$ cat config.mk
export PLATFORM = sky130hd
export DESIGN_NAME = sdl_cell
export DESIGN_NICKNAME = d
export VERILOG_FILES = /design/src/design/sdl_pkg.sv /design/src/design/sdl_cell.sv
export SDC_FILE = /design/constraint.sdc
export NUM_CORES = 1
export LEC_CHECK = 0
export BUFFER_PORTS_ARGS = -buffer_cell sky130_fd_sc_hd__buf_2
export CORE_AREA = 4 4 215 217
export DETAILED_ROUTE_END_ITERATION = 10
export DIE_AREA = 0 0 219 221
export PLACE_DENSITY = 0.53
export REMOVE_ABC_BUFFERS = 1
export SETUP_SLACK_MARGIN = 0.02
export SYNTH_ARGS = -nofsm -noshare
export SYNTH_HDL_FRONTEND = slang
export SYNTH_SLANG_ARGS = --single-unit
$ cat constraint.sdc
create_clock -name clock -period 15.17 [get_ports clock]
set_input_delay 3.034 -clock clock [delete_from_list [all_inputs] [get_ports clock]]
set_output_delay 3.034 -clock clock [all_outputs]
set_load 0.03 [all_outputs]
$ cat src/design/sdl_pkg.sv
// ============================================================================
// sdl_pkg: shared types and codes of the sorted deque list
// Operation, status and position codes, and the control word that the
// sequencer broadcasts to every cell of the chain.
// ============================================================================
package sdl_pkg;

   localparam int MODE_BITS   = 3;
   localparam int STATUS_BITS = 2;
   localparam int KEY_BITS    = 32;
   localparam int FIELD_BITS  = 32;
   localparam int COUNT_BITS  = 5;

   localparam logic [MODE_BITS-1:0] MODE_PUSH_FRONT = 3'd0;
   localparam logic [MODE_BITS-1:0] MODE_PUSH_BACK  = 3'd1;
   localparam logic [MODE_BITS-1:0] MODE_INSERT     = 3'd2;
   localparam logic [MODE_BITS-1:0] MODE_POP_FRONT  = 3'd3;
   localparam logic [MODE_BITS-1:0] MODE_POP_BACK   = 3'd4;
   localparam logic [MODE_BITS-1:0] MODE_REMOVE     = 3'd5;

   localparam logic [STATUS_BITS-1:0] ST_DONE      = 2'd0;
   localparam logic [STATUS_BITS-1:0] ST_EMPTY     = 2'd1;
   localparam logic [STATUS_BITS-1:0] ST_NOT_FOUND = 2'd2;
   localparam logic [STATUS_BITS-1:0] ST_FULL      = 2'd3;

   // Where an insertion or a removal takes place.
   typedef enum logic [1:0] {
      POS_HEAD  = 2'd0,   // entry 0
      POS_END   = 2'd1,   // just past the tail (insert only)
      POS_LAST  = 2'd2,   // the tail entry
      POS_FIRST = 2'd3    // first flagged entry found by the scan
   } sdl_pos_type;

   typedef struct packed {
      logic        capture;    // request accepted: cells take their match flags
      logic        scan;       // chains move one cell this cycle
      logic        match_ge;   // flag entries >= key (insert) rather than == key
      logic        apply_ins;  // insert the new entry at pos
      logic        apply_del;  // remove the entry at pos
      sdl_pos_type pos;
   } sdl_ctrl_type;

endpackage

$ cat src/design/sdl_cell.sv
// ============================================================================
// sdl_cell: one storage cell of the list chain
// Holds one entry, works out its own match flag, passes a prefix flag to the
// right and gathers the tail and pre-tail entries to the left.
// ============================================================================
module sdl_cell #(
   parameter int CAPACITY = 16,
   parameter int TAG_BITS = 32,
   parameter int IDX      = 0
) (
   input  logic                              clock,
   input  logic                              reset,
   input  sdl_pkg::sdl_ctrl_type             ctrl,
   input  logic [$clog2(CAPACITY+1)-1:0]     count,
   input  logic signed [31:0]                key,
   input  logic signed [31:0]                new_value,
   input  logic [TAG_BITS-1:0]               new_tag,
   input  logic signed [31:0]                left_value,
   input  logic [TAG_BITS-1:0]               left_tag,
   input  logic signed [31:0]                right_value,
   input  logic [TAG_BITS-1:0]               right_tag,
   input  logic                              left_chain,
   output logic                              chain_out,
   input  logic signed [31:0]                right_tail_value,
   input  logic [TAG_BITS-1:0]               right_tail_tag,
   input  logic signed [31:0]                right_pre_value,
   input  logic [TAG_BITS-1:0]               right_pre_tag,
   output logic signed [31:0]                tail_value,
   output logic [TAG_BITS-1:0]               tail_tag,
   output logic signed [31:0]                pre_value,
   output logic [TAG_BITS-1:0]               pre_tag,
   output logic signed [31:0]                value,
   output logic [TAG_BITS-1:0]               tag
);
   import sdl_pkg::*;

   localparam int CW = $clog2(CAPACITY + 1);
   localparam logic [CW:0] I0 = (CW + 1)'(IDX);

   logic signed [31:0]  value_ff, value_in;
   logic [TAG_BITS-1:0] tag_ff, tag_in;
   logic                hit_ff, blk_ff;
   logic signed [31:0]  tail_value_ff;
   logic [TAG_BITS-1:0] tail_tag_ff;
   logic signed [31:0]  pre_value_ff;
   logic [TAG_BITS-1:0] pre_tag_ff;

   logic [CW:0] nx;
   logic        middle, hit_now, is_tail, is_pre, at_pos, after_pos;

   assign nx      = {1'b0, count};
   assign middle  = (I0 != '0) && ((I0 + 1'b1) < nx);
   assign hit_now = middle && (ctrl.match_ge ? !(value_ff < key) : (value_ff == key));
   assign is_tail = (I0 + 1'b1) == nx;
   assign is_pre  = (I0 + 2'd2) == nx;

   always_comb begin
      case (ctrl.pos)
         POS_HEAD: begin
            at_pos    = (I0 == '0);
            after_pos = (I0 != '0);
         end
         POS_END: begin
            at_pos    = (I0 == nx);
            after_pos = 1'b0;
         end
         POS_LAST: begin
            at_pos    = is_tail;
            after_pos = (I0 >= nx);
         end
         default: begin
            at_pos    = hit_ff & ~blk_ff;
            after_pos = blk_ff;
         end
      endcase
   end

   always_comb begin
      value_in = value_ff;
      tag_in   = tag_ff;
      if (ctrl.apply_ins) begin
         if (at_pos) begin
            value_in = new_value;
            tag_in   = new_tag;
         end else if (after_pos) begin
            value_in = left_value;
            tag_in   = left_tag;
         end
      end else if (ctrl.apply_del && (at_pos || after_pos)) begin
         value_in = right_value;
         tag_in   = right_tag;
      end
   end

   always_ff @(posedge clock) begin
      value_ff <= value_in;
      tag_ff   <= tag_in;
      if (ctrl.scan) begin
         tail_value_ff <= is_tail ? value_ff : right_tail_value;
         tail_tag_ff   <= is_tail ? tag_ff   : right_tail_tag;
         pre_value_ff  <= is_pre  ? value_ff : right_pre_value;
         pre_tag_ff    <= is_pre  ? tag_ff   : right_pre_tag;
      end
   end

   always_ff @(posedge clock) begin
      if (reset) begin
         hit_ff <= 1'b0;
         blk_ff <= 1'b0;
      end else if (ctrl.capture) begin
         hit_ff <= hit_now;
         blk_ff <= 1'b0;
      end else if (ctrl.scan) begin
         blk_ff <= left_chain;
      end
   end

   assign chain_out  = blk_ff | hit_ff;
   assign tail_value = tail_value_ff;
   assign tail_tag   = tail_tag_ff;
   assign pre_value  = pre_value_ff;
   assign pre_tag    = pre_tag_ff;
   assign value      = value_ff;
   assign tag        = tag_ff;

endmodule

==> results.toml <==
[floorplanning]
core_area_um2 = 44100
rows = 77
ios = 560
start_util = 0.235
die_x_um = 219
die_h_um = 221
die_area_um2 = 48400

[drt]
drt-total-wl_mm = 38.6
drtIter0Drc = 506
dr.pass1.iters = 5
routedWlPerCell_um = 21.1
drc = 0
via_per_inst = 4.78
vias = 8748
antenna_left = 0

[finish]
nNetsFinal = 1585
fillerInstances = 4535
multi_input_area_um2 = 4120
area_growth_pct = 35.2
drive_gt1_frac = 0.567
seqCellArea_um2 = 5790

[clock_tree]
cts.clk_slew.worst_paths_ns = 0.07
clkLatencyLatePin_ns = 0.48
cts_sinks = 193
clock_path_buffers = 2
clock-root-buffer = "clkbuf_16"
numCtsBuffers = 17
cts_tree = "built"
htree_levels = 4
cts-resized-gates = 0
cts_hold_buffers = 0
cts_setup_buffers = 0

[grt]
antenna_found_initial = 11
globalRoute.totalOverflow = 0
grtUsageTotal = 0.151
grt_max_degree = 94
grt_pass1_wl_mm = 55.0
grt_pass1_vias = 8717

[placed_design]
numPortBuffers = 526
globalplace.congestion = 0.795
dp_hpwl_mm = 27.8

[power]
peakVddDrop_uv = 64.3
p_leak_nw = 6.09
power_w = 0.00138
power_density_nw_per_um2 = 98.4

[yosys]
ys_top_cells_by_count = "edfxtp_1 (192), mux2_4 (120), a31oi_1 (65), nand3_1 (65)"
synth-main-ff-cell = "edfxtp_1"
synth.area.top_cells = "edfxtp_1 (56%), mux2_4 (17%), o2111ai_1 (5.4%)"
syn_area_um2 = 10400
synth_seq_cells = 193
yosysTopAreaCellShare = 0.556
syn-mean-instance-area_um2 = 14.0
synth-edff-count = 192
async_reset_ff_frac = 0
yosys_warnings = 0
synthCells = 740
synth-seq-area-share = 0.558
yosysMostFrequentCell = "edfxtp_1"
yosys.area.top_type = "edfxtp_1"
synth_cell_types = 25

[sta]
slew_headroom = 0.140
setup_viol = 0
timing.fmax_mhz = 201
fin_crit_ns = 4.98
period_share = 0.328
worst_slew_pin_slew_ns = 1.26
fin_setup_tns_ns = 0
finalHoldViolations = 0
rsz0062_at_grt = "no"
maxSlewViolCount = 0
fin_skew_ns = 0.00793
holdWs_ns = 0.567

[worst_hold_path]
worstHoldPathType = "reg -> reg"
min_path_cells = 2

[worst_setup_path]
cp_max_fo = 65
critPathKind = "in -> reg"
worstSetupEndpoint = "tag[17]$_DFFE_PP_"
required_ns = 15.29
startpoint = "count[3]"
r2r_setup_slack_ns = 13.63
r2r-start = "blk_ff$_SDFFE_PP0P_"
critical_path_arrival_ns = 5.10
worst_setup_path_start_kind = "input pin"
rr_endpoint = "tag[17]$_DFFE_PP_"
reg2reg_depth = 3
endpoint_kind = "flop"

[outcome]
outcome = "completed"

[flow_run]
cap_violations = 0
==> metal layers <==
metal | vias up | track usage | part of all wire
met5 | - | 0 | 0.00080
met4 | 4 | 0.0614 | 0.026
met3 | 56 | 0.0447 | 0.086
met2 | 408 | 0.264 | 0.51
met1 | 4300 | 0.172 | 0.38
li1 | 3980 | - | -
==> how the worst min path moves through the flow <==
stage | startpoint | end | slack (ns)
final | blk_ff$_SDFFE_PP0P_ | blk_ff$_SDFFE_PP0P_ | 0.57
after global routing | blk_ff$_SDFFE_PP0P_ | blk_ff$_SDFFE_PP0P_ | 0.59
after CTS | blk_ff$_SDFFE_PP0P_ | blk_ff$_SDFFE_PP0P_ | 0.58
after detailed placement | blk_ff$_SDFFE_PP0P_ | blk_ff$_SDFFE_PP0P_ | 0.57
after global placement | blk_ff$_SDFFE_PP0P_ | blk_ff$_SDFFE_PP0P_ | 0.54
after floorplan | blk_ff$_SDFFE_PP0P_ | blk_ff$_SDFFE_PP0P_ | 0.65
==> critical path, stage by stage <==
cell	delay (ns)
buf_2	0.11
nor4_2	0.24
buf_4	0.72
o21ai_1	0.24
a31oi_4	0.24
buf_4	0.45
==> cells by family after synthesis <==
family                 share of synthesized area
muxes                                      0.186
and+or+nand+nor                            0.114
DFF                                        0.558
AOI/OAI and AO/OA                         0.0938
buffers and inverters                     0.0481
==> cells in the final DEF (no fill, tap or decap), types with 2 or more instances in the layout <==
| master | netlist | final |
|---|---|---|
| buf_2 | 24 | 524 |
| edfxtp_1 | 192 | 192 |
| mux2_4 | 120 | 120 |
| nand3_1 | 65 | 65 |
| o2111ai_1 | 64 | 64 |
| nand4_1 | 64 | 64 |
| nor2b_1 | 64 | 64 |
| a31oi_1 | 65 | 64 |
| clkbuf_16 | 0 | 17 |
| buf_4 | 4 | 15 |
| diode_2 | 0 | 9 |
| mux2_1 | 9 | 8 |
| clkinv_2 | 0 | 4 |
| bufinv_16 | 0 | 3 |
| nor3_1 | 2 | 2 |
| nand3b_1 | 2 | 2 |
| nor2_1 | 2 | 2 |
| inv_6 | 0 | 2 |
| clkinv_4 | 0 | 2 |
==> sequential cells by signal, summed over array words and instances (netlist names) <==
register / flops
pre_tag: 32
pre_value: 32
tag: 32
tail_tag: 32
tail_value: 32
value: 32
blk_ff: 1
==> report_power, final <==
| part | leakage (nW) | total, W | internal [W] | switching, W |
|---|---|---|---|---|
| clock | 0.294 | 0.000478 | 0.000259 | 0.000219 |
| combinational | 3.93 | 0.000259 | 0.000100 | 0.000159 |
| sequential | 1.86 | 0.000643 | 0.000628 | 0.0000152 |
| total | 6.09 | 0.00138 | 0.000987 | 0.000393 |
==> final cells by class <==
type                            count  area share
Sequential cell                   193       0.413
Multi-Input combinational cell    464       0.294
Timing Repair Buffer              541       0.197
Tap cell                          592      0.0528
Clock buffer                       18      0.0306
Clock inverter                     13      0.0114
Antenna cell                        9     0.00161
Inverter                            1    0.000268
==> per-stage QoR <==
stage / worst slack, ns / cells / util / cell area, um2
final: 10.19 / 1831 / 0.318 / 14000
after global routing: 10.06 / 1830 / 0.318 / 14000
after CTS: 10.23 / 1822 / 0.317 / 14000
after detailed placement: 9.69 / 1791 / 0.304 / 13400
after global placement: 9.70 / 1791 / 0.304 / 13400
after floorplan: 3.34 / 658 / - / 9870
No activity file was read; power rests on OpenSTA's default activity.
