--- src/design/sdl_pkg.sv ---
// ============================================================================
// sdl_pkg: shared types and codes of the sorted deque list
// Operation, status and position codes, and the control word that the
// sequencer broadcasts to every cell of the chain.
// ============================================================================
package sdl_pkg;

   localparam int MODE_BITS   = 3;
   localparam int STATUS_BITS = 2;
   localparam int KEY_BITS    = 32;
   localparam int FIELD_BITS  = 32;
   localparam int COUNT_BITS  = 5;

   localparam logic [MODE_BITS-1:0] MODE_PUSH_FRONT = 3'd0;
   localparam logic [MODE_BITS-1:0] MODE_PUSH_BACK  = 3'd1;
   localparam logic [MODE_BITS-1:0] MODE_INSERT     = 3'd2;
   localparam logic [MODE_BITS-1:0] MODE_POP_FRONT  = 3'd3;
   localparam logic [MODE_BITS-1:0] MODE_POP_BACK   = 3'd4;
   localparam logic [MODE_BITS-1:0] MODE_REMOVE     = 3'd5;

   localparam logic [STATUS_BITS-1:0] ST_DONE      = 2'd0;
   localparam logic [STATUS_BITS-1:0] ST_EMPTY     = 2'd1;
   localparam logic [STATUS_BITS-1:0] ST_NOT_FOUND = 2'd2;
   localparam logic [STATUS_BITS-1:0] ST_FULL      = 2'd3;

   // Where an insertion or a removal takes place.
   typedef enum logic [1:0] {
      POS_HEAD  = 2'd0,   // entry 0
      POS_END   = 2'd1,   // just past the tail (insert only)
      POS_LAST  = 2'd2,   // the tail entry
      POS_FIRST = 2'd3    // first flagged entry found by the scan
   } sdl_pos_type;

   typedef struct packed {
      logic        capture;    // request accepted: cells take their match flags
      logic        scan;       // chains move one cell this cycle
      logic        match_ge;   // flag entries >= key (insert) rather than == key
      logic        apply_ins;  // insert the new entry at pos
      logic        apply_del;  // remove the entry at pos
      sdl_pos_type pos;
   } sdl_ctrl_type;

endpackage

--- src/design/sdl_ctrl.sv ---
// ============================================================================
// sdl_ctrl: sequencer of the sorted deque list
// Accepts a request, runs the cell chains for a fixed scan, decides the
// operation from the gathered head and tail, and loads the response register.
// ============================================================================
module sdl_ctrl #(
   parameter int CAPACITY = 16,
   parameter int TAG_BITS = 32
) (
   input  logic                                  clock,
   input  logic                                  reset,
   input  logic                                  req_valid,
   output logic                                  req_ready,
   input  logic [sdl_pkg::MODE_BITS-1:0]         req_mode,
   input  logic signed [31:0]                    req_key,
   input  logic [31:0]                           req_tag,
   output logic                                  rsp_valid,
   input  logic                                  rsp_ready,
   output logic [sdl_pkg::STATUS_BITS-1:0]       rsp_status,
   output logic [sdl_pkg::COUNT_BITS-1:0]        rsp_count,
   output logic signed [31:0]                    rsp_head_value,
   output logic [31:0]                           rsp_head_tag,
   output logic signed [31:0]                    rsp_tail_value,
   output logic [31:0]                           rsp_tail_tag,
   output sdl_pkg::sdl_ctrl_type                 ctrl,
   output logic [$clog2(CAPACITY+1)-1:0]         count,
   output logic signed [31:0]                    new_value,
   output logic [TAG_BITS-1:0]                   new_tag,
   input  logic signed [31:0]                    head_value,
   input  logic [TAG_BITS-1:0]                   head_tag,
   input  logic signed [31:0]                    second_value,
   input  logic [TAG_BITS-1:0]                   second_tag,
   input  logic signed [31:0]                    tail_value,
   input  logic [TAG_BITS-1:0]                   tail_tag,
   input  logic signed [31:0]                    pre_value,
   input  logic [TAG_BITS-1:0]                   pre_tag,
   input  logic                                  any_hit
);
   import sdl_pkg::*;

   localparam int CW = $clog2(CAPACITY + 1);
   localparam logic [CW-1:0] FULL_COUNT = CW'(CAPACITY);
   localparam logic [CW-1:0] LAST_SCAN  = CW'(CAPACITY - 1);

   typedef enum logic [2:0] {
      S_IDLE   = 3'b001,
      S_SCAN   = 3'b010,
      S_DECIDE = 3'b100
   } state_type;

   state_type state_ff, state_in;
   logic [CW-1:0]           scan_ff, scan_in;
   logic [CW-1:0]           count_ff, count_in;
   logic [MODE_BITS-1:0]    mode_ff;
   logic signed [31:0]      key_ff;
   logic [TAG_BITS-1:0]     tag_ff;

   logic                    rsp_valid_ff;
   logic [STATUS_BITS-1:0]  status_ff;
   logic [COUNT_BITS-1:0]   rcount_ff;
   logic signed [31:0]      rhv_ff, rtv_ff;
   logic [31:0]             rht_ff, rtt_ff;

   logic                    accept, rsp_load;
   logic                    do_ins, do_del;
   sdl_pos_type             pos;
   logic [STATUS_BITS-1:0]  status;
   logic                    ge_head, ge_tail, eq_head, eq_tail, list_empty;
   logic signed [31:0]      nhv, ntv;
   logic [TAG_BITS-1:0]     nht, ntt;
   logic [63:0]             nht_ext, ntt_ext, tag_ext;

   assign accept   = req_valid && req_ready;
   assign req_ready = (state_ff == S_IDLE);
   assign rsp_load = (state_ff == S_DECIDE) && (!rsp_valid_ff || rsp_ready);

   always_comb begin
      state_in = state_ff;
      scan_in  = scan_ff;
      unique case (state_ff)
         S_IDLE: begin
            scan_in = '0;
            if (accept) begin
               state_in = S_SCAN;
            end
         end
         S_SCAN: begin
            scan_in = scan_ff + 1'b1;
            if (scan_ff == LAST_SCAN) begin
               state_in = S_DECIDE;
            end
         end
         S_DECIDE: begin
            if (rsp_load) begin
               state_in = S_IDLE;
            end
         end
         default: state_in = S_IDLE;
      endcase
   end

   assign list_empty = (count_ff == '0);
   assign ge_head    = !(head_value < key_ff);
   assign ge_tail    = !(key_ff < tail_value);
   assign eq_head    = (head_value == key_ff);
   assign eq_tail    = (tail_value == key_ff);

   // Operation decision from the head, the gathered tail and the scan result.
   always_comb begin
      do_ins = 1'b0;
      do_del = 1'b0;
      pos    = POS_HEAD;
      status = ST_DONE;
      case (mode_ff) inside
         MODE_PUSH_FRONT, MODE_PUSH_BACK, MODE_INSERT: begin
            if (count_ff >= FULL_COUNT) begin
               status = ST_FULL;
            end else begin
               do_ins = 1'b1;
               if (mode_ff == MODE_PUSH_BACK) begin
                  pos = POS_END;
               end else if (mode_ff == MODE_INSERT && !list_empty) begin
                  if (ge_head) begin
                     pos = POS_HEAD;
                  end else if (ge_tail) begin
                     pos = POS_END;
                  end else if (any_hit) begin
                     pos = POS_FIRST;
                  end else begin
                     pos = POS_LAST;
                  end
               end
            end
         end
         MODE_POP_FRONT, MODE_POP_BACK, MODE_REMOVE: begin
            if (list_empty) begin
               status = ST_EMPTY;
            end else if (mode_ff == MODE_POP_FRONT) begin
               do_del = 1'b1;
            end else if (mode_ff == MODE_POP_BACK) begin
               do_del = 1'b1;
               pos    = POS_LAST;
            end else if (eq_head) begin
               do_del = 1'b1;
            end else if (eq_tail) begin
               do_del = 1'b1;
               pos    = POS_LAST;
            end else if (any_hit) begin
               do_del = 1'b1;
               pos    = POS_FIRST;
            end else begin
               status = ST_NOT_FOUND;
            end
         end
         default: ;
      endcase
   end

   // Count, head and tail after the operation.
   always_comb begin
      count_in = count_ff;
      nhv      = head_value;
      nht      = head_tag;
      ntv      = tail_value;
      ntt      = tail_tag;
      if (do_ins) begin
         count_in = count_ff + 1'b1;
         if (pos == POS_HEAD || list_empty) begin
            nhv = key_ff;
            nht = tag_ff;
         end
         if (pos == POS_END || list_empty) begin
            ntv = key_ff;
            ntt = tag_ff;
         end
      end else if (do_del) begin
         count_in = count_ff - 1'b1;
         if (pos == POS_HEAD) begin
            nhv = second_value;
            nht = second_tag;
         end
         if (pos == POS_LAST) begin
            ntv = pre_value;
            ntt = pre_tag;
         end
      end
   end

   assign nht_ext = 64'(nht);
   assign ntt_ext = 64'(ntt);
   assign tag_ext = 64'(req_tag);

   always_ff @(posedge clock) begin
      if (reset) begin
         state_ff     <= S_IDLE;
         scan_ff      <= '0;
         count_ff     <= '0;
         rsp_valid_ff <= 1'b0;
      end else begin
         state_ff <= state_in;
         scan_ff  <= scan_in;
         if (rsp_load) begin
            count_ff     <= count_in;
            rsp_valid_ff <= 1'b1;
         end else if (rsp_ready) begin
            rsp_valid_ff <= 1'b0;
         end
      end
   end

   always_ff @(posedge clock) begin
      if (accept) begin
         mode_ff <= req_mode;
         key_ff  <= req_key;
         tag_ff  <= tag_ext[TAG_BITS-1:0];
      end
      if (rsp_load) begin
         status_ff <= status;
         rcount_ff <= COUNT_BITS'(count_in);
         if (count_in == '0) begin
            rhv_ff <= '0;
            rht_ff <= '0;
            rtv_ff <= '0;
            rtt_ff <= '0;
         end else begin
            rhv_ff <= nhv;
            rht_ff <= nht_ext[31:0];
            rtv_ff <= ntv;
            rtt_ff <= ntt_ext[31:0];
         end
      end
   end

   always_comb begin
      ctrl           = '0;
      ctrl.capture   = accept;
      ctrl.scan      = (state_ff == S_SCAN);
      ctrl.match_ge  = (req_mode == MODE_INSERT);
      ctrl.apply_ins = rsp_load && do_ins;
      ctrl.apply_del = rsp_load && do_del;
      ctrl.pos       = pos;
   end

   assign count          = count_ff;
   assign new_value      = key_ff;
   assign new_tag        = tag_ff;
   assign rsp_valid      = rsp_valid_ff;
   assign rsp_status     = status_ff;
   assign rsp_count      = rcount_ff;
   assign rsp_head_value = rhv_ff;
   assign rsp_head_tag   = rht_ff;
   assign rsp_tail_value = rtv_ff;
   assign rsp_tail_tag   = rtt_ff;

   // The list never holds more entries than it has cells.
   a_count_bound: assert property (@(posedge clock) disable iff (reset)
      count_ff <= FULL_COUNT)
      else $error("entry count beyond capacity");

   // One request at a time: the port closes straight after an accept.
   a_single_item: assert property (@(posedge clock) disable iff (reset)
      accept |=> !req_ready)
      else $error("request accepted while one is in flight");

   // A rejected push is only reported for a full list.
   a_full_status: assert property (@(posedge clock) disable iff (reset)
      (rsp_load && status == ST_FULL) |-> (count_ff == FULL_COUNT))
      else $error("full status on a list with room");

   // Cells only change while a result is being loaded.
   a_apply_gated: assert property (@(posedge clock) disable iff (reset)
      (ctrl.apply_ins || ctrl.apply_del) |-> (state_ff == S_DECIDE))
      else $error("list changed outside the decision cycle");

endmodule

--- config.mk ---
export PLATFORM = sky130hd
export DESIGN_NAME = sdl_ctrl
export DESIGN_NICKNAME = d
export VERILOG_FILES = /design/src/design/sdl_pkg.sv /design/src/design/sdl_ctrl.sv
export SDC_FILE = /design/constraint.sdc
export NUM_CORES = 1
export LEC_CHECK = 0
export BUFFER_PORTS_ARGS = -buffer_cell sky130_fd_sc_hd__buf_2
export CORE_MARGIN = 2
export CORE_UTILIZATION = 30
export CTS_BUF_LIST = sky130_fd_sc_hd__clkbuf_4 sky130_fd_sc_hd__clkbuf_8 sky130_fd_sc_hd__clkbuf_16
export CTS_CLUSTER_SIZE = 12
export DETAILED_ROUTE_END_ITERATION = 7
export GPL_TIMING_DRIVEN = 0
export HOLD_SLACK_MARGIN = 0.08
export PLACE_DENSITY = 0.61
export SLEW_MARGIN = 20
export SYNTH_ARGS = -nofsm -noshare
export SYNTH_HDL_FRONTEND = slang
export SYNTH_SLANG_ARGS = --single-unit
--- constraint.sdc ---
create_clock -name clock -period 11.7 [get_ports clock]
set_input_delay 0 -clock clock [delete_from_list [all_inputs] [get_ports clock]]
set_output_delay 0 -clock clock [all_outputs]
set_load 0.05 [all_outputs]
==> metrics.cfg, run 1 <==
[power_and_ir_drop]
pwr_density_cell_mw_per_mm2 = 108
finalPower_mw = 2.43
vdd.ir_drop.worst_mv = 0.0960
power.leakage_nw = 9.09

[global_routing]
grt_overflow = 0
global_route.usage.total_pct = 23.6
number_of_global_route_vias_before_repair = 14500
grt_pass1_wl_mm = 89.6
grt_max_degree = 77
antenna_violations_before_repair = 20

[detailed_routing]
drcViolationCount = 0
wire_per_inst_um = 22.5
maxUsedRoutingLayer = met5
routed-via-count = 14100
ant_nets = 0
met1_length_mm = 24.5
drtPass1Iterations = 5
wl_met2_mm = 29.6
via_per_inst = 5.11
initialDrtViolationCount = 921
met3WireLength_mm = 5.03
wire_length_reported_by_the_detailed_router_mm = 62.3

[critical_path]
critical_path_class = flip-flop to flip-flop
worst_r2r_endpoint = rsp_tail_tag[16]
cp.required_ns = 12.15
timing.critical_path.fanout_max = 10
worst-r2r-cell-count = 11
startpoint_type = flip-flop
worst_setup_path_startpoint = new_value[31]
endpoint_kind = flip-flop
r2r-start = new_value[31]
crit_path_arrival_time_ns = 6.61
setup.reg_to_reg.worst_slack_ns = 5.55

[timing]
achievable_frequency_mhz = 163
setup_tns_ns = 0
hold_viol_final = 0
whs_ns = 0.121
final_max_slew_viol_count = 0
rsz0062_at_grt = false
timing.slew.headroom_pct = 22.5
timing.final.crit_share_pct = 52.6
final_critical_delay_including_setup_and_external_delays_ns = 6.15
setup-violations-final = 0
finClkSkew_ns = 0.0339
post-route-worst-setup-slack_ns = 5.55
worst_slew_pin_slew_ns = 1.15

[logic_synthesis]
yosysWarningCount = 0
postSynthAreaPerCell_um2 = 12.1
synth_top_flop_cell = sky130_fd_sc_hd__edfxtp_1
synth_area_mm2 = 0.0146
ys_ff_latch = 216
synth_enable_flop_cells = 202
synthesis.nets = 1605
synth.area.top_cells = sky130_fd_sc_hd__edfxtp_1 42%, sky130_fd_sc_hd__a2111oi_4 22%, sky130_fd_sc_hd__ha_1 5.8%
synth_top_area_share_pct = 41.6
postSynthCellCount = 1209
synthArstFlopShare_pct = 0
yosys.cell_count.top_type = sky130_fd_sc_hd__edfxtp_1
synth.lib_cells_used.distinct = 60
synth_top_area_cell = sky130_fd_sc_hd__edfxtp_1
synth.top_cells.by_count = 202 x sky130_fd_sc_hd__edfxtp_1, 168 x sky130_fd_sc_hd__inv_1, 163 x sky130_fd_sc_hd__nor2_1
yosysSeqAreaShare_pct = 43.6

[clocking]
postCtsSetupRepairBufs = 0
root_buffer = sky130_fd_sc_hd__clkbuf_16
cts_tree = built
cts_max_level = 1
cts.reportedPaths.clkPinSlew_ns = 0.06
clk_path_buf_depth = 3
tritoncts.num_buffers = 29
cts.sinks = 216
clk_latency_ns = 0.59
cts.repair.resized = 0

[place]
dpl-instance-area_mm2 = 0.0181
routability_congestion = 0.870
numPortBuffers = 540
place_worst_setup_slack_ns = 6.16
dp.final_hpwl_mm = 45.9

[floorplan]
design.portCount = 541
floorplan.die_area_mm2 = 0.0504
x_dimension_of_the_die_um = 224
start_util_pct = 30.5
die_h_um = 224
rows = 80
core_mm2 = 0.0478

[min_path]
worst_hold_startpoint = req_tag[14]
count_of_cells_along_the_worst_hold_path = 2
timing.hold.worst_endpoint = new_tag[14]
class_of_the_worst_hold_path = primary input to flip-flop

[cells_and_area]
layout-drive-gt1-share_pct = 36.0
area_growth_syn_to_layout_pct = 53.8
register_area_mm2 = 0.00635
multi_input_comb_area_mm2 = 0.00712
fillerInstances = 4323
num-nets-final = 2503
fin_area_mm2 = 0.0224

[flow_run]
max_cap_violations = 0

[run_status]
outcome = finished, final reports clean

[how the worst max path moves through the flow]
stage	endpoint	slack, ns	depth (start not counted)
floorplan	count[3]	7.56	5
global placement	count[3]	5.69	5
detailed placement	rsp_tail_value[0]	6.16	10
CTS	rsp_tail_value[4]	5.61	11
global route	rsp_tail_tag[23]	5.34	11
finish	rsp_tail_tag[16]	5.55	11
[repair_timing]
item | CTS | global route
hold buffers | 325 | 0
hold endpoints to repair | 241 | 0
endpoints found under the setup margin | 0 | 0
[placed cells by master, fill, tap and decap left out, drive strengths merged, types with 5 or more instances in the layout]
cell	instances
ha	68
dfxtp	14
nor3	69
nand2b	6
clkbuf	87
nand3	14
edfxtp	202
a21oi	98
nand2	20
diode	18
nor4	5
dlygate4sd3	325
nor2b	5
o21ai	11
buf	579
nor2	163
clkinv	12
a211oi	70
a2111oi	129
nand4	14
inv	169
[per-layer routing]
metal	vias up	global-route usage, %
met4	8	10.8
met1	6813	28.4
met3	169	6.02
met5	-	0
met2	730	39.7
li1	6396	-
[cell type report]
type,instances,share of cell area (%)
timing repair buffer,867,26.8
antenna,18,0.201
clock buffer,35,3.55
multi-input combinational,736,31.8
buffer,89,2.19
clock inverter,18,0.893
tap,615,3.43
inverter,168,2.85
sequential,216,28.3
[through the flow]
step	std cells	utilization, %
after CTS	2744	46.7
after detailed placement	2366	37.9
final	2762	46.8
after global placement	2364	37.7
after floorplan	1209	-
after global routing	2758	46.8
[critical path: stages, from the launching register on]
cell and delay (ns):
sky130_fd_sc_hd__edfxtp_1 0.60, sky130_fd_sc_hd__ha_1 0.52, sky130_fd_sc_hd__nand4_1 0.26, sky130_fd_sc_hd__nor4_1 1.03, sky130_fd_sc_hd__o31ai_1 0.42, sky130_fd_sc_hd__a41oi_1 0.58, sky130_fd_sc_hd__o41a_1 0.38, sky130_fd_sc_hd__clkbuf_2 0.54
sky130_fd_sc_hd__clkbuf_1 0.59, sky130_fd_sc_hd__nor3_1 0.18, sky130_fd_sc_hd__a2111oi_4 0.31, sky130_fd_sc_hd__dlygate4sd3_1 0.59
[state kept, by name, summed over array words and instances, names as in the netlist]
signal	flops
rsp_count	5
rsp_tail_tag	32
mode_ff	3
rsp_head_tag	32
scan_ff	5
state_ff	3
rsp_head_value	32
rsp_valid	1
count	5
rsp_tail_value	32
new_value	32
rsp_status	2
new_tag	32
[logic make-up (layout without fill, tap and decap cells)]
logic type,count (synthesis),in the layout,share of synthesized area (%)
buf+inv,257,1177,7.67
flops,216,216,43.6
compound gates,344,344,32.5
fa+ha+maj,68,68,5.84
xor+xnor,3,3,0.180
mux,3,3,0.215
simple gates,318,318,10.0
other cells,0,18,0
[report_power, final]
group / internal [mW] / total, mW / switching, mW / leakage (nW)
clock network: 0.569 / 0.950 / 0.380 / 0.497
registers: 0.871 / 0.898 / 0.0275 / 1.97
logic: 0.265 / 0.579 / 0.314 / 6.62
total: 1.71 / 2.43 / 0.722 / 9.09
Power figures use the tool's default switching activity.
==> run 2: changes to the inputs <==
--- a/config.mk
+++ b/config.mk
@@ -13,7 +13,7 @@
 export DETAILED_ROUTE_END_ITERATION = 7
 export GPL_TIMING_DRIVEN = 0
 export HOLD_SLACK_MARGIN = 0.08
-export PLACE_DENSITY = 0.61
+export PLACE_DENSITY = 0.63
 export SLEW_MARGIN = 20
 export SYNTH_ARGS = -nofsm -noshare
 export SYNTH_HDL_FRONTEND = slang
==> constraint.sdc (replaced) <==
create_clock -name clock -period 5.65 [get_ports clock]
set_input_delay 0 -clock clock [delete_from_list [all_inputs] [get_ports clock]]
set_output_delay 0 -clock clock [all_outputs]
set_load 0.05 [all_outputs]
==> metrics.cfg, run 2 (synthesis results as in run 1) <==
[run_status]
outcome = finished, final reports clean  ; unchanged

[timing]
hold_viol_final = 0  ; unchanged
finClkSkew_ns = 0.0163  ; was 0.0339 ns
timing.final.crit_share_pct = 96.8  ; was 52.6%
final_max_slew_viol_count = 0  ; unchanged
rsz0062_at_grt = false  ; unchanged
achievable_frequency_mhz = 183  ; was 163 MHz
setup-violations-final = 0  ; unchanged
final_critical_delay_including_setup_and_external_delays_ns = 5.47  ; was 6.15 ns
worst_slew_pin_slew_ns = 1.05  ; was 1.15 ns
whs_ns = 0.0815  ; was 0.121 ns
timing.slew.headroom_pct = 30.0  ; was 22.5%

[critical_path]
path_common_cell = sky130_fd_sc_hd__clkbuf_1
timing.critical_path.fanout_max = 10  ; unchanged
startpoint_type = flip-flop  ; unchanged
worst_path_max_delay_cell = sky130_fd_sc_hd__o31ai_1  ; was sky130_fd_sc_hd__nor4_1
crit_path_arrival_time_ns = 5.89  ; was 6.61 ns
critical_path.top_delay_family = compound AO/OA/AOI/OAI gates  ; was buffers and inverters
cp.required_ns = 6.08  ; was 12.15 ns
endpoint_kind = flip-flop  ; unchanged
path_cells = ha_1, nor2b_1, o211ai_1, a2111oi_0, o31ai_1, a41oi_1, a21bo_2, clkbuf_1, clkbuf_1, a21oi_1, a2111oi_4, dlygate4sd3_1  ; was ha_1, nand4_1, nor4_1, o31ai_1, a41oi_1, o41a_1, clkbuf_2, clkbuf_1, nor3_1, a2111oi_4, dlygate4sd3_1
path_buf_inv = 3  ; unchanged
worst_path_largest_cell_delay_ns = 0.73  ; was 1.03 ns
critical_path_class = flip-flop to flip-flop  ; unchanged

[cells_and_area]
layout.cells.most_common = sky130_fd_sc_hd__buf_2  ; unchanged
final_cell_mix = 557 x sky130_fd_sc_hd__buf_2, 326 x sky130_fd_sc_hd__dlygate4sd3_1, 202 x sky130_fd_sc_hd__edfxtp_1  ; was 557 x sky130_fd_sc_hd__buf_2, 325 x sky130_fd_sc_hd__dlygate4sd3_1, 202 x sky130_fd_sc_hd__edfxtp_1
multi_input_comb_area_mm2 = 0.00713  ; was 0.00712 mm^2
layoutNonFillerInstCount = 2753  ; was 2762
area_growth_syn_to_layout_pct = 52.9  ; was 53.8%
register_area_mm2 = 0.00635  ; unchanged
fillerInstances = 4273  ; was 4323
num-nets-final = 2503  ; unchanged
layout-drive-gt1-share_pct = 35.9  ; was 36.0%

[clocking]
cts_tree = built  ; unchanged
cts.sinks = 216  ; unchanged
cts_max_level = 1  ; unchanged
tritoncts.num_buffers = 27  ; was 29
cts.reportedPaths.clkPinSlew_ns = 0.06  ; about the same
root_buffer = sky130_fd_sc_hd__clkbuf_16  ; unchanged
clk_path_buf_depth = 3  ; unchanged
clk_latency_ns = 0.56  ; was 0.59 ns
postCtsSetupRepairBufs = 0  ; unchanged

[detailed_routing]
drcViolationCount = 0  ; unchanged
wire_length_reported_by_the_detailed_router_mm = 62.8  ; was 62.3 mm
ant_nets = 0  ; unchanged
initialDrtViolationCount = 1033  ; was 921
wire_per_inst_um = 22.8  ; was 22.5 um
via_per_inst = 5.12  ; was 5.11
routed-via-count = 14100  ; about the same
drtPass1Iterations = 5  ; unchanged

[power_and_ir_drop]
power.share.clock_pct = 36.2  ; was 39.1%
power.leakage_nw = 8.98  ; was 9.09 nW
vdd.ir_drop.worst_mv = 0.233  ; was 0.0960 mV
combinationalPowerShare_pct = 24.9  ; was 23.9%
p_int_mw = 3.34  ; was 1.71 mW
switching_power_mw = 1.43  ; was 0.722 mW
power_switching_share_pct = 30.0  ; was 29.7%
seq_power_share_pct = 38.9  ; was 37.0%
pwr_density_cell_mw_per_mm2 = 214  ; was 108 mW/mm^2

[floorplan]
design.portCount = 541  ; unchanged
start_util_pct = 30.5  ; unchanged
rows = 80  ; unchanged
die_h_um = 224  ; unchanged
core_mm2 = 0.0478  ; unchanged
floorplan.die_area_mm2 = 0.0504  ; unchanged
x_dimension_of_the_die_um = 224  ; unchanged

[global_routing]
grt_pass1_wl_mm = 90.4  ; was 89.6 mm
grt_overflow = 0  ; unchanged
global_route.usage.total_pct = 23.9  ; was 23.6%
antenna_violations_before_repair = 15  ; was 20
grt_max_degree = 74  ; was 77
number_of_global_route_vias_before_repair = 14800  ; was 14500

[min_path]
class_of_the_worst_hold_path = primary input to flip-flop  ; unchanged

[place]
placedCellCount = 2367  ; was 2366
dp.final_hpwl_mm = 45.6  ; was 45.9 mm
routability_congestion = 0.922  ; was 0.870
numPortBuffers = 540  ; unchanged

[flow_run]
max_cap_violations = 0  ; unchanged

run 2: cell types whose count changed in the layout (fill, tap and decap cells not counted), moves of 2 or more:
cell and delta:
sky130_fd_sc_hd__clkbuf_16 -2, sky130_fd_sc_hd__diode_2 -5, sky130_fd_sc_hd__clkinv_2 -3, sky130_fd_sc_hd__bufinv_16 -3, sky130_fd_sc_hd__clkbuf_4 +6, sky130_fd_sc_hd__clkinv_4 -2
run 2: cell type report:
| class | instances | area share [%] |
|---|---|---|
| Antenna cell | 13 | 0.146 |
| Inverter | 168 | 2.86 |
| Timing Repair Buffer | 869 | 27.0 |
| Clock inverter | 8 | 0.275 |
| Multi-Input combinational cell | 736 | 32.0 |
| Buffer | 89 | 2.20 |
| Clock buffer | 39 | 3.55 |
| Sequential cell | 216 | 28.5 |
| Tap cell | 615 | 3.45 |
run 2: what timing repair did:
item	CTS	global route
endpoints found under the setup margin	0	91
hold endpoints to repair	210	0
hold buffers	326	0
gates resized for setup	0	1
run 2: worst paths after layout:
path                                    from               to  slack, ns  cells after the start
worst max register to register  new_value[1]  rsp_tail_tag[8]       0.18                     12
worst max-delay path            new_value[1]  rsp_tail_tag[8]       0.18                     12
worst min register to register    scan_ff[3]       scan_ff[3]       0.47                      1
worst min-delay path              pre_tag[4]  rsp_tail_tag[4]       0.08                      3
run 2: routing by layer:
metal / routed length (um) / GRT usage (%) / up-vias
met5: 35 / 0 / -
met1: 24400 / 28.5 / 6728
met4: 3590 / 12.9 / 6
li1: - / - / 6389
met2: 29700 / 39.9 / 773
met3: 5080 / 5.76 / 195
run 2: tightest hold or removal path: cells and delay by family:
kind	cells	cell delay [ns]
compound gates	1	0.33
simple gates	1	0.06
buf+inv	1	0.08
run 2: power groups by stage:
| stage | Clock, mW | Sequential (mW) | Combinational (mW) |
|---|---|---|---|
| finish | 1.73 | 1.86 | 1.19 |
| global route | 1.79 | 1.86 | 1.27 |
| CTS | 1.75 | 1.86 | 1.18 |
| detailed placement | 0 | 1.89 | 0.976 |
| global placement | 0 | 1.90 | 0.950 |
| floorplan | 0 | 1.97 | 0.560 |
run 2: per-stage QoR:
step                      utilization (%)  total power [mW]  cell area (um^2)  TNS, ns  worst slack (ns)
after floorplan                         -              2.53             14600        0              1.51
after global placement               37.7              2.85             18000   -22.52            -0.253
after detailed placement             37.9              2.87             18100        0             0.211
after CTS                            46.5              4.78             22200        0            0.0183
after global routing                 46.6              4.93             22300        0            0.0135
final                                46.6              4.77             22300        0             0.181
==> run 3: changes to the inputs <==
--- a/config.mk
+++ b/config.mk
@@ -5,6 +5,7 @@
 export SDC_FILE = /design/constraint.sdc
 export NUM_CORES = 1
 export LEC_CHECK = 0
+export ABC_AREA = 1
 export BUFFER_PORTS_ARGS = -buffer_cell sky130_fd_sc_hd__buf_2
 export CORE_MARGIN = 2
 export CORE_UTILIZATION = 30
@@ -13,7 +14,7 @@
 export DETAILED_ROUTE_END_ITERATION = 7
 export GPL_TIMING_DRIVEN = 0
 export HOLD_SLACK_MARGIN = 0.08
-export PLACE_DENSITY = 0.63
+export PLACE_DENSITY = 0.61
 export SLEW_MARGIN = 20
 export SYNTH_ARGS = -nofsm -noshare
 export SYNTH_HDL_FRONTEND = slang
==> constraint.sdc (replaced) <==
create_clock -name clock -period 6.45 [get_ports clock]
set_input_delay 0 -clock clock [delete_from_list [all_inputs] [get_ports clock]]
set_output_delay 0 -clock clock [all_outputs]
set_load 0.05 [all_outputs]
==> metrics.cfg, run 3 <==
[logic_synthesis]
synthArstFlopShare_pct = 0  ; unchanged
yosys.cell_count.top_type = sky130_fd_sc_hd__nand2_1  ; was sky130_fd_sc_hd__edfxtp_1
synth.area.top_cells = sky130_fd_sc_hd__edfxtp_1 41%, sky130_fd_sc_hd__nand3_1 14%, sky130_fd_sc_hd__nand2_1 11%  ; was sky130_fd_sc_hd__edfxtp_1 42%, sky130_fd_sc_hd__a2111oi_4 22%, sky130_fd_sc_hd__ha_1 5.8%
postSynthAreaPerCell_um2 = 7.52  ; was 12.1 um^2
synth.lib_cells_used.distinct = 39  ; was 60
yosysSeqAreaShare_pct = 43.3  ; was 43.6%
synth_top_flop_cell = sky130_fd_sc_hd__edfxtp_1  ; unchanged
synthesis.nets = 2344  ; was 1605
synth_top_area_share_pct = 41.4  ; was 41.6%
yosysWarningCount = 0  ; unchanged
ys_ff_latch = 216  ; unchanged
synth.top_cells.by_count = 438 x sky130_fd_sc_hd__nand2_1, 400 x sky130_fd_sc_hd__nand3_1, 374 x sky130_fd_sc_hd__inv_1  ; was 202 x sky130_fd_sc_hd__edfxtp_1, 168 x sky130_fd_sc_hd__inv_1, 163 x sky130_fd_sc_hd__nor2_1
synth_area_mm2 = 0.0147  ; was 0.0146 mm^2
synth_enable_flop_cells = 202  ; unchanged
postSynthCellCount = 1948  ; was 1209
synth_top_area_cell = sky130_fd_sc_hd__edfxtp_1  ; unchanged

[cells_and_area]
layoutNonFillerInstCount = 3592  ; was 2753
area_growth_syn_to_layout_pct = 60.5  ; was 52.9%
num-nets-final = 3344  ; was 2503
final_cell_mix = 571 x sky130_fd_sc_hd__buf_2, 438 x sky130_fd_sc_hd__nand2_1, 422 x sky130_fd_sc_hd__dlygate4sd3_1  ; was 557 x sky130_fd_sc_hd__buf_2, 326 x sky130_fd_sc_hd__dlygate4sd3_1, 202 x sky130_fd_sc_hd__edfxtp_1
layout-drive-gt1-share_pct = 22.7  ; was 35.9%
fin_area_mm2 = 0.0235  ; was 0.0223 mm^2
layout.cells.most_common = sky130_fd_sc_hd__buf_2  ; unchanged
final_core_util_pct = 49.1  ; was 46.6%

[timing]
post-route-worst-setup-slack_ns = 1.23  ; was 0.181 ns
worst_slew_pin_slew_ns = 1.07  ; was 1.05 ns
rsz0062_at_grt = false  ; unchanged
achievable_frequency_mhz = 192  ; was 183 MHz
whs_ns = 0.125  ; was 0.0815 ns
final_max_slew_viol_count = 0  ; unchanged
finClkSkew_ns = 0.0132  ; was 0.0163 ns
timing.slew.headroom_pct = 28.8  ; was 30.0%
setup-violations-final = 0  ; unchanged
timing.final.crit_share_pct = 80.9  ; was 96.8%
final_critical_delay_including_setup_and_external_delays_ns = 5.22  ; was 5.47 ns
hold_viol_final = 0  ; unchanged

[place]
routability_congestion = 0.941  ; was 0.922
dpl-instance-area_mm2 = 0.0183  ; was 0.0181 mm^2
place_worst_setup_slack_ns = 2.35  ; was 0.211 ns
numPortBuffers = 539  ; was 540
dp.final_hpwl_mm = 51.1  ; was 45.6 mm
placedCellCount = 3111  ; was 2367

[power_and_ir_drop]
switching_power_mw = 1.33  ; was 1.43 mW
power.leakage_nw = 11.7  ; was 8.98 nW
power_switching_share_pct = 30.5  ; was 30.0%
vdd.ir_drop.worst_mv = 0.212  ; was 0.233 mV
power.share.clock_pct = 37.5  ; was 36.2%
seq_power_share_pct = 37.0  ; was 38.9%
pwr_density_cell_mw_per_mm2 = 186  ; was 214 mW/mm^2
p_int_mw = 3.04  ; was 3.34 mW
combinationalPowerShare_pct = 25.5  ; was 24.9%

[clocking]
cts.reportedPaths.clkPinSlew_ns = 0.06  ; about the same
root_buffer = sky130_fd_sc_hd__clkbuf_16  ; unchanged
cts.sinks = 216  ; unchanged
clk_path_buf_depth = 3  ; unchanged
cts_max_level = 1  ; unchanged
tritoncts.num_buffers = 28  ; was 27
cts_tree = built  ; unchanged
clk_latency_ns = 0.57  ; was 0.56 ns

[floorplan]
floorplan.die_area_mm2 = 0.0506  ; was 0.0504 mm^2
core_mm2 = 0.0479  ; was 0.0478 mm^2
start_util_pct = 30.6  ; was 30.5%
design.portCount = 541  ; unchanged
x_dimension_of_the_die_um = 225  ; was 224 um
die_h_um = 225  ; was 224 um
rows = 80  ; unchanged

[detailed_routing]
initialDrtViolationCount = 1684  ; was 1033
drtPass1Iterations = 6  ; was 5
drcViolationCount = 0  ; unchanged
wire_per_inst_um = 19.8  ; was 22.8 um
via_per_inst = 5.11  ; was 5.12
wire_length_reported_by_the_detailed_router_mm = 71.0  ; was 62.8 mm
ant_nets = 0  ; unchanged
routed-via-count = 18300  ; was 14100

[critical_path]
cp.required_ns = 6.76  ; was 6.08 ns
crit_path_arrival_time_ns = 5.53  ; was 5.89 ns
timing.critical_path.fanout_max = 10  ; unchanged
endpoint_kind = flip-flop  ; unchanged
startpoint_type = flip-flop  ; unchanged
critical_path_class = flip-flop to flip-flop  ; unchanged

[global_routing]
global_route.usage.total_pct = 26.9  ; was 23.9%
antenna_violations_before_repair = 9  ; was 15
number_of_global_route_vias_before_repair = 18700  ; was 14800
grt_pass1_wl_mm = 105  ; was 90.4 mm
grt_overflow = 0  ; unchanged
grt_max_degree = 25  ; was 74

[run_status]
outcome = finished, final reports clean  ; unchanged

[min_path]
class_of_the_worst_hold_path = primary input to flip-flop  ; unchanged

[flow_run]
max_cap_violations = 0  ; unchanged

run 3: cell count changes after synthesis, sizes merged, moves of 6 or more:
cell,delta
a21oi,+68
nor2,-120
nand3,+387
inv,+211
nor3,-63
nand2b,-6
a2111oi,-129
nand2,+421
a211oi,-70
buf,+34
nand4,+58
run 3: area by class of cell:
class	instances	area (um^2)
fill	4586	24400
timing repair buffer	970	7130
sequential	216	6350
multi-input combinational	1230	6310
inverter	380	1430
clock buffer	35	771
tap	615	769
buffer	122	593
clock inverter	17	159
antenna	7	17.5
run 3: what timing repair did:
item	in CTS	in global routing
gates resized for setup	0	0
endpoints found under the hold margin	220	0
hold buffers	422	0
buffers inserted	0	0
run 3: power by group through the flow:
stage / combinational [mW] / sequential [mW] / clock (mW)
floorplan: 0.402 / 1.75 / 0
global placement: 0.808 / 1.65 / 0
detailed placement: 0.833 / 1.65 / 0
CTS: 1.09 / 1.62 / 1.66
global route: 1.21 / 1.62 / 1.70
finish: 1.12 / 1.62 / 1.64
run 3: worst max-delay path: stages (launching register included):
cell and delay (ns):
sky130_fd_sc_hd__edfxtp_1 0.42, sky130_fd_sc_hd__inv_1 0.10, sky130_fd_sc_hd__ha_1 0.31, sky130_fd_sc_hd__nand2_1 0.07, sky130_fd_sc_hd__nor2_1 0.17, sky130_fd_sc_hd__nand4_1 0.29
sky130_fd_sc_hd__nor2_1 0.19, sky130_fd_sc_hd__nand3_1 0.20, sky130_fd_sc_hd__nand2_1 0.16, sky130_fd_sc_hd__nor2_2 0.08, sky130_fd_sc_hd__nor2_8 0.17, sky130_fd_sc_hd__clkbuf_1 0.82
sky130_fd_sc_hd__buf_1 0.50, sky130_fd_sc_hd__nand4_1 0.19, sky130_fd_sc_hd__nand3_1 0.11, sky130_fd_sc_hd__dlygate4sd3_1 0.56, sky130_fd_sc_hd__a21oi_1 0.06, sky130_fd_sc_hd__dlygate4sd3_1 0.55
run 3: final timing paths:
path                   from            endpoint  slack (ns)  cells after the start
max            new_value[7]    rsp_tail_tag[29]        1.23                     17
min          head_value[31]  rsp_head_value[31]        0.12                      5
max reg2reg    new_value[7]    rsp_tail_tag[29]        1.23                     17
min reg2reg      scan_ff[3]          scan_ff[3]        0.46                      2
run 3: per-layer routing:
layer / routed length, um / part of all wire [%] / global-route usage (%) / vias up
met2: 33600 / 47 / 46.1 / 1089
met1: 27700 / 39 / 32.8 / 8623
met4: 3270 / 4.6 / 11.4 / 4
li1: - / - / - / 8434
met5: 24 / 0.034 / 0 / -
met3: 6420 / 9.0 / 5.65 / 196
run 3: logic make-up after synthesis:
kind of cell / after synthesis / share of synthesized area, %
flops: 216 / 43.3
simple gates: 965 / 29.9
fa+ha+maj: 68 / 5.81
buf+inv: 502 / 13.8
compound gates: 194 / 6.97
xor+xnor: 3 / 0.282
run 3: per-stage QoR:
stage	power (mW)	TNS, ns
6_report	4.37	0
4_1_cts	4.37	0
3_5_place_dp	2.48	0
5_1_grt	4.53	0
3_3_place_gp	2.46	-72.99
2_1_floorplan	2.15	0
